File: config.mk
export PLATFORM = sky130hd
export DESIGN_NAME = ready_queue_scheduler
export DESIGN_NICKNAME = d
export VERILOG_FILES = /design/src/rtl/core/rqs_pkg.sv /design/src/rtl/core/rqs_cell.sv /design/src/rtl/core/ready_queue_scheduler.sv
export SDC_FILE = /design/constraint.sdc
export NUM_CORES = 1
export LEC_CHECK = 0
export BUFFER_PORTS_ARGS = -buffer_cell sky130_fd_sc_hd__buf_2
export CAP_MARGIN = 20
export CORE_AREA = 2 2 359 361
export CTS_CLUSTER_DIAMETER = 100
export CTS_CLUSTER_SIZE = 12
export DETAILED_ROUTE_END_ITERATION = 6
export DIE_AREA = 0 0 361 363
export MAX_ROUTING_LAYER = met4
export SYNTH_ARGS = -nofsm -noshare
export SYNTH_HDL_FRONTEND = slang
export SYNTH_SLANG_ARGS = --single-unit
File: constraint.sdc
create_clock -name clk -period 10.3 [get_ports clk]
set_input_delay 1.03 -clock clk [delete_from_list [all_inputs] [get_ports clk]]
set_output_delay 1.03 -clock clk [all_outputs]
set_load 0.02 [all_outputs]
File: src/rtl/core/rqs_pkg.sv
// Ready queue scheduler package: entry type, cell control, codes.
// No dependencies.
`timescale 1ns / 1ps

package rqs_pkg;

    localparam int TID_W  = 16;
    localparam int PID_W  = 16;
    localparam int PRIO_W = 8;
    localparam int ST_W   = 2;
    localparam int POL_W  = 2;
    localparam int ADDR_W = 3;
    localparam int DATA_W = 32;

    localparam logic [ST_W-1:0] ST_ENQUEUED   = 2'd0;
    localparam logic [ST_W-1:0] ST_DISPATCHED = 2'd1;
    localparam logic [ST_W-1:0] ST_EMPTY      = 2'd2;
    localparam logic [ST_W-1:0] ST_FULL       = 2'd3;

    localparam logic [POL_W-1:0] POL_FIFO = 2'd0;

    localparam logic MODE_ENQ = 1'b0;
    localparam logic MODE_DEQ = 1'b1;

    // paddr[2] is the register index
    localparam logic REG_POLICY = 1'b0;

    typedef struct packed {
        logic [TID_W-1:0]  tid;
        logic [PID_W-1:0]  pid;
        logic [PRIO_W-1:0] prio;
    } rqs_entry_t;

    typedef enum logic [1:0] {
        CELL_HOLD,
        CELL_LOAD,
        CELL_SHIFT,
        CELL_ROTATE
    } cell_op_t;

    typedef struct packed {
        cell_op_t op;
        logic     find;
        logic     newbest;
    } rqs_ctrl_t;

    typedef enum logic [1:0] {
        S_IDLE,
        S_FIND,
        S_DROP
    } rqs_state_t;

endpackage

File: src/rtl/core/rqs_cell.sv
// One queue cell: holds an entry and its min-mark, loads from its right neighbor.
// Depends on rqs_pkg.
`timescale 1ns / 1ps

module rqs_cell #(
    parameter int IDX = 0,
    parameter int CW  = 5
) (
    input  logic                clk,
    input  rqs_pkg::rqs_ctrl_t  ctrl,
    input  logic [CW-1:0]       count,
    input  rqs_pkg::rqs_entry_t new_entry,
    input  rqs_pkg::rqs_entry_t head_entry,
    input  logic                head_mark,
    input  rqs_pkg::rqs_entry_t nb_entry,
    input  logic                nb_mark,
    output rqs_pkg::rqs_entry_t entry,
    output logic                mark
);

    localparam logic [CW-1:0] IDX_C  = CW'(IDX);
    localparam logic [CW-1:0] IDX_P1 = CW'(IDX + 1);

    rqs_pkg::rqs_entry_t entry_reg, entry_next;
    logic                mark_reg, mark_next;
    logic                is_load, is_tail;

    assign is_load = (count == IDX_C);
    assign is_tail = (count == IDX_P1);

    always_comb
    begin
        entry_next = entry_reg;
        mark_next  = mark_reg;
        unique case (ctrl.op)
            rqs_pkg::CELL_HOLD:
            begin
            end
            rqs_pkg::CELL_LOAD:
            begin
                if (is_load)
                begin
                    entry_next = new_entry;
                    mark_next  = 1'b0;
                end
            end
            rqs_pkg::CELL_SHIFT:
            begin
                entry_next = nb_entry;
                mark_next  = nb_mark;
            end
            rqs_pkg::CELL_ROTATE:
            begin
                if (is_tail)
                begin
                    entry_next = head_entry;
                    mark_next  = ctrl.find ? ctrl.newbest : head_mark;
                end
                else
                begin
                    entry_next = nb_entry;
                    mark_next  = (ctrl.find && ctrl.newbest) ? 1'b0 : nb_mark;
                end
            end
            default:
            begin
            end
        endcase
    end

    always_ff @(posedge clk)
    begin
        entry_reg <= entry_next;
        mark_reg  <= mark_next;
    end

    assign entry = entry_reg;
    assign mark  = mark_reg;

endmodule

File: src/rtl/core/ready_queue_scheduler.sv
// Ready queue scheduler top: APB policy register, sequencer, chain of queue cells.
// Depends on rqs_pkg and rqs_cell.
// Enqueue, FIFO dequeue, empty and full reports: result in the cycle after accept.
// Priority dequeue: busy for one chain rotation to mark the first lowest priority,
// then one to drop it with the result; otherwise one item per cycle.
// Receiver cannot stall. Reset (rst_n, async): queue empty, policy FIFO, no result pending.
`timescale 1ns / 1ps

module ready_queue_scheduler #(
    parameter int QUEUE_DEPTH = 16
) (
    input  logic                         clk,
    input  logic                         rst_n,
    input  logic                         start,
    output logic                         busy,
    input  logic                         mode,
    input  logic [rqs_pkg::TID_W-1:0]    thread_id,
    input  logic [rqs_pkg::PID_W-1:0]    process_id,
    input  logic [rqs_pkg::PRIO_W-1:0]   priority_req,
    output logic                         done,
    output logic [rqs_pkg::ST_W-1:0]     status,
    output logic [rqs_pkg::TID_W-1:0]    out_thread_id,
    output logic [rqs_pkg::PID_W-1:0]    out_process_id,
    output logic [rqs_pkg::PRIO_W-1:0]   out_priority,
    input  logic                         psel,
    input  logic                         penable,
    input  logic                         pwrite,
    input  logic [rqs_pkg::ADDR_W-1:0]   paddr,
    input  logic [rqs_pkg::DATA_W-1:0]   pwdata,
    output logic [rqs_pkg::DATA_W-1:0]   prdata,
    output logic                         pready
);

    localparam int CW = $clog2(QUEUE_DEPTH + 1);
    localparam logic [CW-1:0] DEPTH_C = CW'(QUEUE_DEPTH);
    localparam logic [CW-1:0] ONE_C   = CW'(1);

    logic [rqs_pkg::POL_W-1:0] policy_reg;
    rqs_pkg::rqs_state_t       state_reg, state_next;
    logic [CW-1:0]             count_reg, count_next;
    logic [CW-1:0]             steps_reg, steps_next;
    logic [rqs_pkg::PRIO_W-1:0] best_reg, best_next;
    logic                      done_reg, done_next;
    logic [rqs_pkg::ST_W-1:0]  status_reg, status_next;
    rqs_pkg::rqs_entry_t       res_reg, res_next;

    rqs_pkg::rqs_ctrl_t        ctrl;
    rqs_pkg::rqs_entry_t       new_entry;
    rqs_pkg::rqs_entry_t       cell_entry [QUEUE_DEPTH];
    logic                      cell_mark  [QUEUE_DEPTH];
    logic                      accept;
    logic                      cfg_wr;

    assign pready = 1'b1;
    assign cfg_wr = psel && penable && pwrite;
    assign prdata = (paddr[2] == rqs_pkg::REG_POLICY)
                  ? {{(rqs_pkg::DATA_W - rqs_pkg::POL_W){1'b0}}, policy_reg}
                  : '0;

    always_ff @(posedge clk or negedge rst_n)
    begin
        if (!rst_n)
            policy_reg <= rqs_pkg::POL_FIFO;
        else if (cfg_wr && paddr[2] == rqs_pkg::REG_POLICY)
            policy_reg <= pwdata[rqs_pkg::POL_W-1:0];
    end

    assign busy   = (state_reg != rqs_pkg::S_IDLE);
    assign accept = start && !busy;

    assign new_entry.tid  = thread_id;
    assign new_entry.pid  = process_id;
    assign new_entry.prio = priority_req;

    genvar gi;
    generate
        for (gi = 0; gi < QUEUE_DEPTH; gi++)
        begin : g_cell
            rqs_pkg::rqs_entry_t nb_entry;
            logic                nb_mark;
            if (gi == QUEUE_DEPTH - 1)
            begin : g_last
                assign nb_entry = '0;
                assign nb_mark  = 1'b0;
            end
            else
            begin : g_mid
                assign nb_entry = cell_entry[gi+1];
                assign nb_mark  = cell_mark[gi+1];
            end
            rqs_cell #(
                .IDX (gi),
                .CW  (CW)
            ) u_cell (
                .clk        (clk),
                .ctrl       (ctrl),
                .count      (count_reg),
                .new_entry  (new_entry),
                .head_entry (cell_entry[0]),
                .head_mark  (cell_mark[0]),
                .nb_entry   (nb_entry),
                .nb_mark    (nb_mark),
                .entry      (cell_entry[gi]),
                .mark       (cell_mark[gi])
            );
        end
    endgenerate

    always_comb
    begin
        state_next   = state_reg;
        count_next   = count_reg;
        steps_next   = steps_reg;
        best_next    = best_reg;
        done_next    = 1'b0;
        status_next  = status_reg;
        res_next     = res_reg;
        ctrl.op      = rqs_pkg::CELL_HOLD;
        ctrl.find    = 1'b0;
        ctrl.newbest = 1'b0;
        unique case (state_reg)
            rqs_pkg::S_IDLE:
            begin
                if (accept)
                begin
                    res_next = '0;
                    if (mode == rqs_pkg::MODE_ENQ)
                    begin
                        done_next = 1'b1;
                        if (count_reg == DEPTH_C)
                            status_next = rqs_pkg::ST_FULL;
                        else
                        begin
                            status_next = rqs_pkg::ST_ENQUEUED;
                            ctrl.op     = rqs_pkg::CELL_LOAD;
                            count_next  = count_reg + ONE_C;
                        end
                    end
                    else if (count_reg == '0)
                    begin
                        done_next   = 1'b1;
                        status_next = rqs_pkg::ST_EMPTY;
                    end
                    else if (policy_reg == rqs_pkg::POL_FIFO)
                    begin
                        done_next   = 1'b1;
                        status_next = rqs_pkg::ST_DISPATCHED;
                        res_next    = cell_entry[0];
                        ctrl.op     = rqs_pkg::CELL_SHIFT;
                        count_next  = count_reg - ONE_C;
                    end
                    else
                    begin
                        state_next = rqs_pkg::S_FIND;
                        steps_next = count_reg;
                    end
                end
            end
            rqs_pkg::S_FIND:
            begin
                ctrl.op      = rqs_pkg::CELL_ROTATE;
                ctrl.find    = 1'b1;
                ctrl.newbest = (steps_reg == count_reg) || (cell_entry[0].prio < best_reg);
                if (ctrl.newbest)
                    best_next = cell_entry[0].prio;
                steps_next = steps_reg - ONE_C;
                if (steps_reg == ONE_C)
                begin
                    state_next = rqs_pkg::S_DROP;
                    steps_next = count_reg;
                end
            end
            rqs_pkg::S_DROP:
            begin
                if (cell_mark[0])
                begin
                    ctrl.op     = rqs_pkg::CELL_SHIFT;
                    done_next   = 1'b1;
                    status_next = rqs_pkg::ST_DISPATCHED;
                    res_next    = cell_entry[0];
                    count_next  = count_reg - ONE_C;
                end
                else
                    ctrl.op = rqs_pkg::CELL_ROTATE;
                steps_next = steps_reg - ONE_C;
                if (steps_reg == ONE_C)
                    state_next = rqs_pkg::S_IDLE;
            end
            default:
            begin
                state_next = rqs_pkg::S_IDLE;
            end
        endcase
    end

    always_ff @(posedge clk or negedge rst_n)
    begin
        if (!rst_n)
        begin
            state_reg  <= rqs_pkg::S_IDLE;
            count_reg  <= '0;
            steps_reg  <= '0;
            done_reg   <= 1'b0;
            status_reg <= rqs_pkg::ST_ENQUEUED;
        end
        else
        begin
            state_reg  <= state_next;
            count_reg  <= count_next;
            steps_reg  <= steps_next;
            done_reg   <= done_next;
            status_reg <= status_next;
        end
    end

    always_ff @(posedge clk)
    begin
        best_reg <= best_next;
        res_reg  <= res_next;
    end

    assign done           = done_reg;
    assign status         = status_reg;
    assign out_thread_id  = res_reg.tid;
    assign out_process_id = res_reg.pid;
    assign out_priority   = res_reg.prio;

endmodule

==> summary.md, run 1 <==
| Metric | Value |
|---|---|
| First-pass GRT wire length | ~130 mm |
| Vias in the first global route | 19221 |
| Final hold violations | 0 |
| Syn-to-layout area delta | 12.4% |
| Setup WS post-layout | 5.35 ns |
| RSZ-0062 raised after global routing | false |
| Final Max Tran Viols | 0 |
| Worst hold path type | primary input to async pin |
| Ys flop type | edfxtp_1 |
| Final net count | about 2100 |
| Clock Sink Count | 721 |
| Yosys Warn Count | 0 |
| Most common cell in the synthesized netlist | edfxtp_1 |
| Die ar. | 0.131 sq mm |
| Top cells by area, synth | edfxtp_1 67%, a221o_1 18%, a21o_1 2.0% |
| Crit path time final | 4.95 ns |
| Die Width | 361 um |
| Post-CTS setup buffer count | 0 |
| Max Cap Viol | 0 |
| Reg2Reg Depth | 8 |
| Max-Slew Margin vs Limit | 21.8% |
| Initial Utilization | between 20% and 30% |
| Max reg flops | 640 |
| CP Launch Point | count_reg[0]$_DFFE_PN0P_ |
| Critical-path cell list | inv_1 -> ha_1 -> or4b_1 -> a31oi_4 -> buf_4 -> nor2_4 -> buf_4 -> a221o_1 |
| DRC | 0 |
| Share of cells above drive strength 1 | 14.4% |
| TritonCTS clock tree | done |
| Final GP Congestion | just under 0.8 |
| Flops & latches, synth | between 700 and 800 |
| R2R setup slack | about 5.4 ns |
| Total gr overflow | 0 |
| Post-synth EDFFs | 704 |
| Via count | 19516 |
| Seq/Total Area, Yosys | 68.3% |
| Clk_skew | 0.0277 ns |
| ANT cells | 0 |
| Outcome | completed |
| Achievable frequency | approximately 200 MHz |
| Port Buf Inserts | 95 |
| Share of flip-flops with an asynchronous set or reset | 2.36% |
| TritonCTS buffer count | a little over 70 |
| CP Launch Type | flop |
| Worst path slowest cell | buf_4 |
| CTS Root Cell | clkbuf_16 |
| Syn Inst Count | 2052 |
| Setup WS pre-CTS | 5.38 ns |
| Worst setup path end | g_cell[3].u_cell.entry[34]$_DFFE_PP_ |
| Post-Syn Area | 0.0316 sq mm |
| Total track usage | 13.7% |
| Largest net degree at the start of global routing | 51 |
| Critical R2R Capture | g_cell[3].u_cell.entry[34]$_DFFE_PP_ |
| Setup violations, final | 0 |
| Initial antenna violation count | 2 |
| Crit-path max cell delay | between 0.9 and 1 ns |
| Reg clk slew, reported paths | ~0.06 ns |
| Post-route ant nets | 0 |
| Initial detailed-routing violation count | 2472 |
| Mean Syn Cell Area | 15.4 sq um |
| Worst-skew pair later-pin latency | 0.63 ns |
| Worst path arrival time | 5.32 ns |
| Number of I/O pins | 159 |
| Row count | 131 |
| Post-synth cell types | between 60 and 70 |
| Die H | 363 um |
| Crit end category | flop |
| Setup TNS | 0 ns |
| Kind of critical path | flop to flop |
| Vias per cell | roughly 5.4 |
| Drt wl/cell | 24.7 um |
| Worst Tran Pin Value | 1.16 ns |
| Final period utilization | 48.1% |
| Core ar. | about 0.13 sq mm |
| Post_cts resized | 0 |
| Synth area leader | edfxtp_1 |
| Clk buf depth | 3 |
| Synth top area share | 67.0% |
| Reg2reg start | count_reg[0]$_DFFE_PN0P_ |
| Detailed Routing Iterations Pass 1 | 6 |
| Detailed Route WL | 89.9 mm |
| CTS Hold Buffers Added | 0 |
| Commonest cells post-synth | 704 x edfxtp_1, 566 x a221o_1, 163 x clkbuf_1, 101 x buf_2, 82 x a21o_1 |
| Critical path required time | 10.67 ns |
| CP dominant cell by count | buf_4 |
| Clock H-tree levels | 3 |
| HPWL after detailed placement | between 40 and 50 mm |
| Crit-path max FO | 50 |
==> layout by cell type (no fill, tap or decap), types with 22 or more instances in the layout <==
| cell type | instances |
|---|---|
| edfxtp_1 | 704 |
| a221o_1 | 566 |
| buf_2 | 95 |
| a21o_1 | 82 |
| clkbuf_16 | 75 |
| buf_4 | 51 |
| nor2b_1 | 47 |
| and2_1 | 41 |
| conb_1 | 31 |
| inv_1 | 27 |
| nand2_1 | 23 |
| nor2_4 | 23 |
| nor2_1 | 22 |
==> layout make-up <==
class                           instances  area (sq um)
Sequential cell                       721         21600
Clock inverter                          7          57.6
Fill cell                           12685         91500
Inverter                               28           105
Timing Repair Buffer                  147           870
Clock buffer                           83          1910
Tap cell                             1662          2080
Multi-Input combinational cell        994          8910
==> per-layer routing <==
layer | wire length, um | up-vias | GRT usage (%)
met5 | 0 | - | -
met4 | 2200 | 0 | 3.82
met3 | 7990 | 131 | 3.35
met2 | 42800 | 936 | 22.0
met1 | 36900 | 10108 | 17.3
li1 | - | 8341 | -
==> worst max-delay path, delay by kind of cell, from the launching register on <==
| family | cells | cell delay (ns) |
|---|---|---|
| adder cells (fa/ha/maj) | 1 | 0.32 |
| AO/OA/AOI/OAI | 2 | 1.33 |
| flip-flops | 1 | 0.49 |
| AND/OR/NAND/NOR | 2 | 1.00 |
| buffers and inverters | 3 | 1.48 |
==> per-stage QoR <==
stage	hold slack (ns)	util, %	cell area, sq um	std cells
global route	0.348	27.9	35500	3642
detailed placement	0.471	26.4	33500	3551
CTS	0.331	27.9	35500	3641
global placement	0.465	26.4	33500	3551
floorplan	0.424	-	31700	2081
finish	0.342	27.9	35500	3642
==> logic make-up after synthesis <==
kind of cell	Yosys count	share of synthesized area, %
adder cells (fa/ha/maj)	20	0.793
other	2	0.0238
buffers and inverters	366	5.18
flip-flops	721	68.3
XOR/XNOR	9	0.250
AO/OA/AOI/OAI	736	22.0
multiplexers	2	0.0713
AND/OR/NAND/NOR	196	3.41
==> how the worst min path moves through the flow <==
stage                                             start                       end  slack (ns)  depth (start not counted)
global placement                  status[1]$_DFFE_PN0P_     status[1]$_DFFE_PN0P_        0.47                          2
floorplan           g_cell[0].u_cell.entry[0]$_DFFE_PP_     best_reg[0]$_DFFE_PP_        0.42                          0
CTS                                               rst_n  steps_reg[0]$_DFFE_PN0P_        0.33                          1
finish                                            rst_n  steps_reg[0]$_DFFE_PN0P_        0.34                          1
detailed placement                status[1]$_DFFE_PN0P_     status[1]$_DFFE_PN0P_        0.47                          2
global route                                      rst_n  steps_reg[0]$_DFFE_PN0P_        0.35                          1
Power of run 1 is left out: the tool's default activity adds up to more than one toggle a clock period on the data nets, which glitch-free logic cannot reach.
==> inputs of run 2 (changes only) <==
- clock period: 10.3 -> 4.22 ns (I/O delays scaled with it)
==> run 2 against run 1 <==
Compared with the run above:
- the flow now finishes with violations (DRC)
- register-to-register slack got worse by 4.8 ns
- cell area is 1.4% higher
- global-route usage up 0.13 points
- critical path type unchanged
==> summary.md, run 2 (synthesis results as in run 1) <==
| Metric | Value |
|---|---|
| Detailed Routing Iterations Pass 1 | 7 |
| Register area | 0.0216 sq mm |
| Via count | 19898 |
| Final Max Tran Viols | 0 |
| Post-route ant nets | 0 |
| TritonCTS buffer count | 72 |
| Clock Sink Count | roughly 700 |
| Crit end category | flop |
| First-pass GRT wire length | roughly 130 mm |
| Setup violations, final | 0 |
| Clk buf depth | 3 |
| Worst path arrival time | 3.96 ns |
| Reg2Reg Depth | 8 |
| ANT cells | 0 |
| Share of cells above drive strength 1 | 15.5% |
| Area of the multi-input gates | 0.00891 sq mm |
| Largest net degree at the start of global routing | 49 |
| Die Width | 361 um |
| Initial antenna violation count | 11 |
| Row count | 131 |
| Number of I/O pins | 159 |
| Detailed Route WL | 91.3 mm |
| Initial Utilization | 24.9% |
| Total gr overflow | 0 |
| Max Cap Viol | 0 |
| Crit-path max FO | 16 |
| Crit path time final | 3.66 ns |
| Commonest non-fill, non-tap cells in the layout | 704 x edfxtp_1, 566 x a221o_1, 95 x buf_2 |
| Syn-to-layout area delta | 14.0% |
| TritonCTS clock tree | done |
| Reg clk slew, reported paths | around 0.06 ns |
| Max reg flops | 640 |
| Vias in the first global route | around 19000 |
| Critical R2R Capture | g_cell[4].u_cell.entry[31]$_DFFE_PP_ |
| Kind of critical path | flop to flop |
| Clk_skew | 0.0281 ns |
| CTS Root Cell | clkbuf_16 |
| Failing checks | DRC |
| Critical-path cell list | inv_1 -> ha_1 -> and4bb_2 -> o311ai_2 -> nand2b_1 -> buf_4 -> o21ai_4 -> buf_4 |
| Die ar. | about 0.13 sq mm |
| Core ar. | 0.127 sq mm |
| Worst hold path endpoint | policy_reg[1]$_DFFE_PN0P_ |
| Fill count | 12721 |
| Hold path cells | 2 |
| Setup WS pre-CTS | around 0.59 ns |
| Total track usage | 13.9% |
| Worst path slowest cell | o21ai_4 |
| Worst hold path type | primary input to flop |
| Drt wl/cell | 24.9 um |
| RSZ-0062 raised after global routing | false |
| Max-Slew Margin vs Limit | 19.7% |
| Commonest non-fill, non-tap cell in the layout | edfxtp_1 |
| Final hold violations | 0 |
| HPWL after detailed placement | a little over 50 mm |
| Post_cts resized | 0 |
| Bufs and invs on worst path | 3 |
| Crit-path leading delay family | compound AO/OA/AOI/OAI gates |
| CTS Hold Buffers Added | 1 |
| Initial detailed-routing violation count | between 2000 and 2500 |
| Reg2reg start | count_reg[0]$_DFFE_PN0P_ |
| Worst Tran Pin Value | around 1.2 ns |
| Final net count | 2092 |
| Worst-skew pair later-pin latency | 0.64 ns |
| Achievable frequency | about 270 MHz |
| DRC | 2 |
| CP Launch Type | flop |
| Clock H-tree levels | 3 |
| Setup WS post-layout | 0.561 ns |
| CP dominant cell by count | buf_4 |
| Crit-path max cell delay | just over 0.6 ns |
| Die H | 363 um |
| R2R setup slack | ~0.56 ns |
| Vias per cell | 5.42 |
| Final period utilization | 86.7% |
| Final GP Congestion | approximately 0.78 |
| Critical path required time | 4.52 ns |
| Post-CTS setup buffer count | 0 |
| Port Buf Inserts | 95 |
| Hold_sp | pwdata[1] |
| Outcome | finished with violations |
[run 2: cell types whose count changed in the layout (fill, tap and decap cells not counted), sizes merged]
cell / delta
clkbuf: -1
clkinv: +2
dlygate4sd3: +1
buf: +25
clkinvlp: -2
inv: +4
[run 2: final cells by class]
class / count / share of cell area, %
inverter: 28 / 0.292
timing repair buffer: 173 / 3.74
tap: 1662 / 5.78
clock inverter: 11 / 0.341
sequential: 721 / 59.9
clock buffer: 82 / 5.17
multi-input combinational: 994 / 24.8
[run 2: how the worst max path moves through the flow]
stage | start | end | slack (ns) | cells after the start
final | count_reg[0]$_DFFE_PN0P_ | g_cell[4].u_cell.entry[31]$_DFFE_PP_ | 0.56 | 8
after detailed placement | count_reg[0]$_DFFE_PN0P_ | g_cell[4].u_cell.entry[30]$_DFFE_PP_ | 0.59 | 8
after floorplan | count_reg[0]$_DFFE_PN0P_ | g_cell[8].u_cell.entry[0]$_DFFE_PP_ | -1.10 | 7
after global routing | count_reg[0]$_DFFE_PN0P_ | g_cell[4].u_cell.entry[31]$_DFFE_PP_ | 0.37 | 8
after global placement | count_reg[0]$_DFFE_PN0P_ | g_cell[4].u_cell.entry[28]$_DFFE_PP_ | 0.56 | 8
after CTS | count_reg[0]$_DFFE_PN0P_ | g_cell[4].u_cell.entry[33]$_DFFE_PP_ | 0.56 | 8
[run 2: worst reg2reg max path, cell delays in order, from the launching register on]
cell	delay (ns)
dfrtp_1	0.50
inv_1	0.14
ha_1	0.30
and4bb_2	0.30
o311ai_2	0.61
nand2b_1	0.10
buf_4	0.30
o21ai_4	0.63
buf_4	0.42
[run 2: metal layers]
metal / up-vias / share of wire [%] / global-route usage, % / wire (um)
met1: 10360 / 42 / 18.5 / 38700
met5: - / 0 / - / 0
met2: 950 / 46 / 21.3 / 41900
met3: 156 / 8.9 / 2.93 / 8150
met4: 0 / 2.8 / 3.95 / 2540
li1: 8432 / - / - / -
[run 2: through the flow]
stage | utilization [%] | hold WS (ns) | instances | area (sq um) | setup TNS [ns]
2_1_floorplan | - | 0.126 | 2081 | 31700 | -639.01
3_3_place_gp | 26.7 | 0.395 | 3574 | 33900 | 0
3_5_place_dp | 26.7 | 0.405 | 3574 | 33900 | 0
4_1_cts | 28.3 | 0.00690 | 3668 | 35900 | 0
5_1_grt | 28.3 | 0.0270 | 3671 | 36000 | 0
6_report | 28.3 | 0.0291 | 3671 | 36000 | 0
Power of run 2 is left out for the same reason.
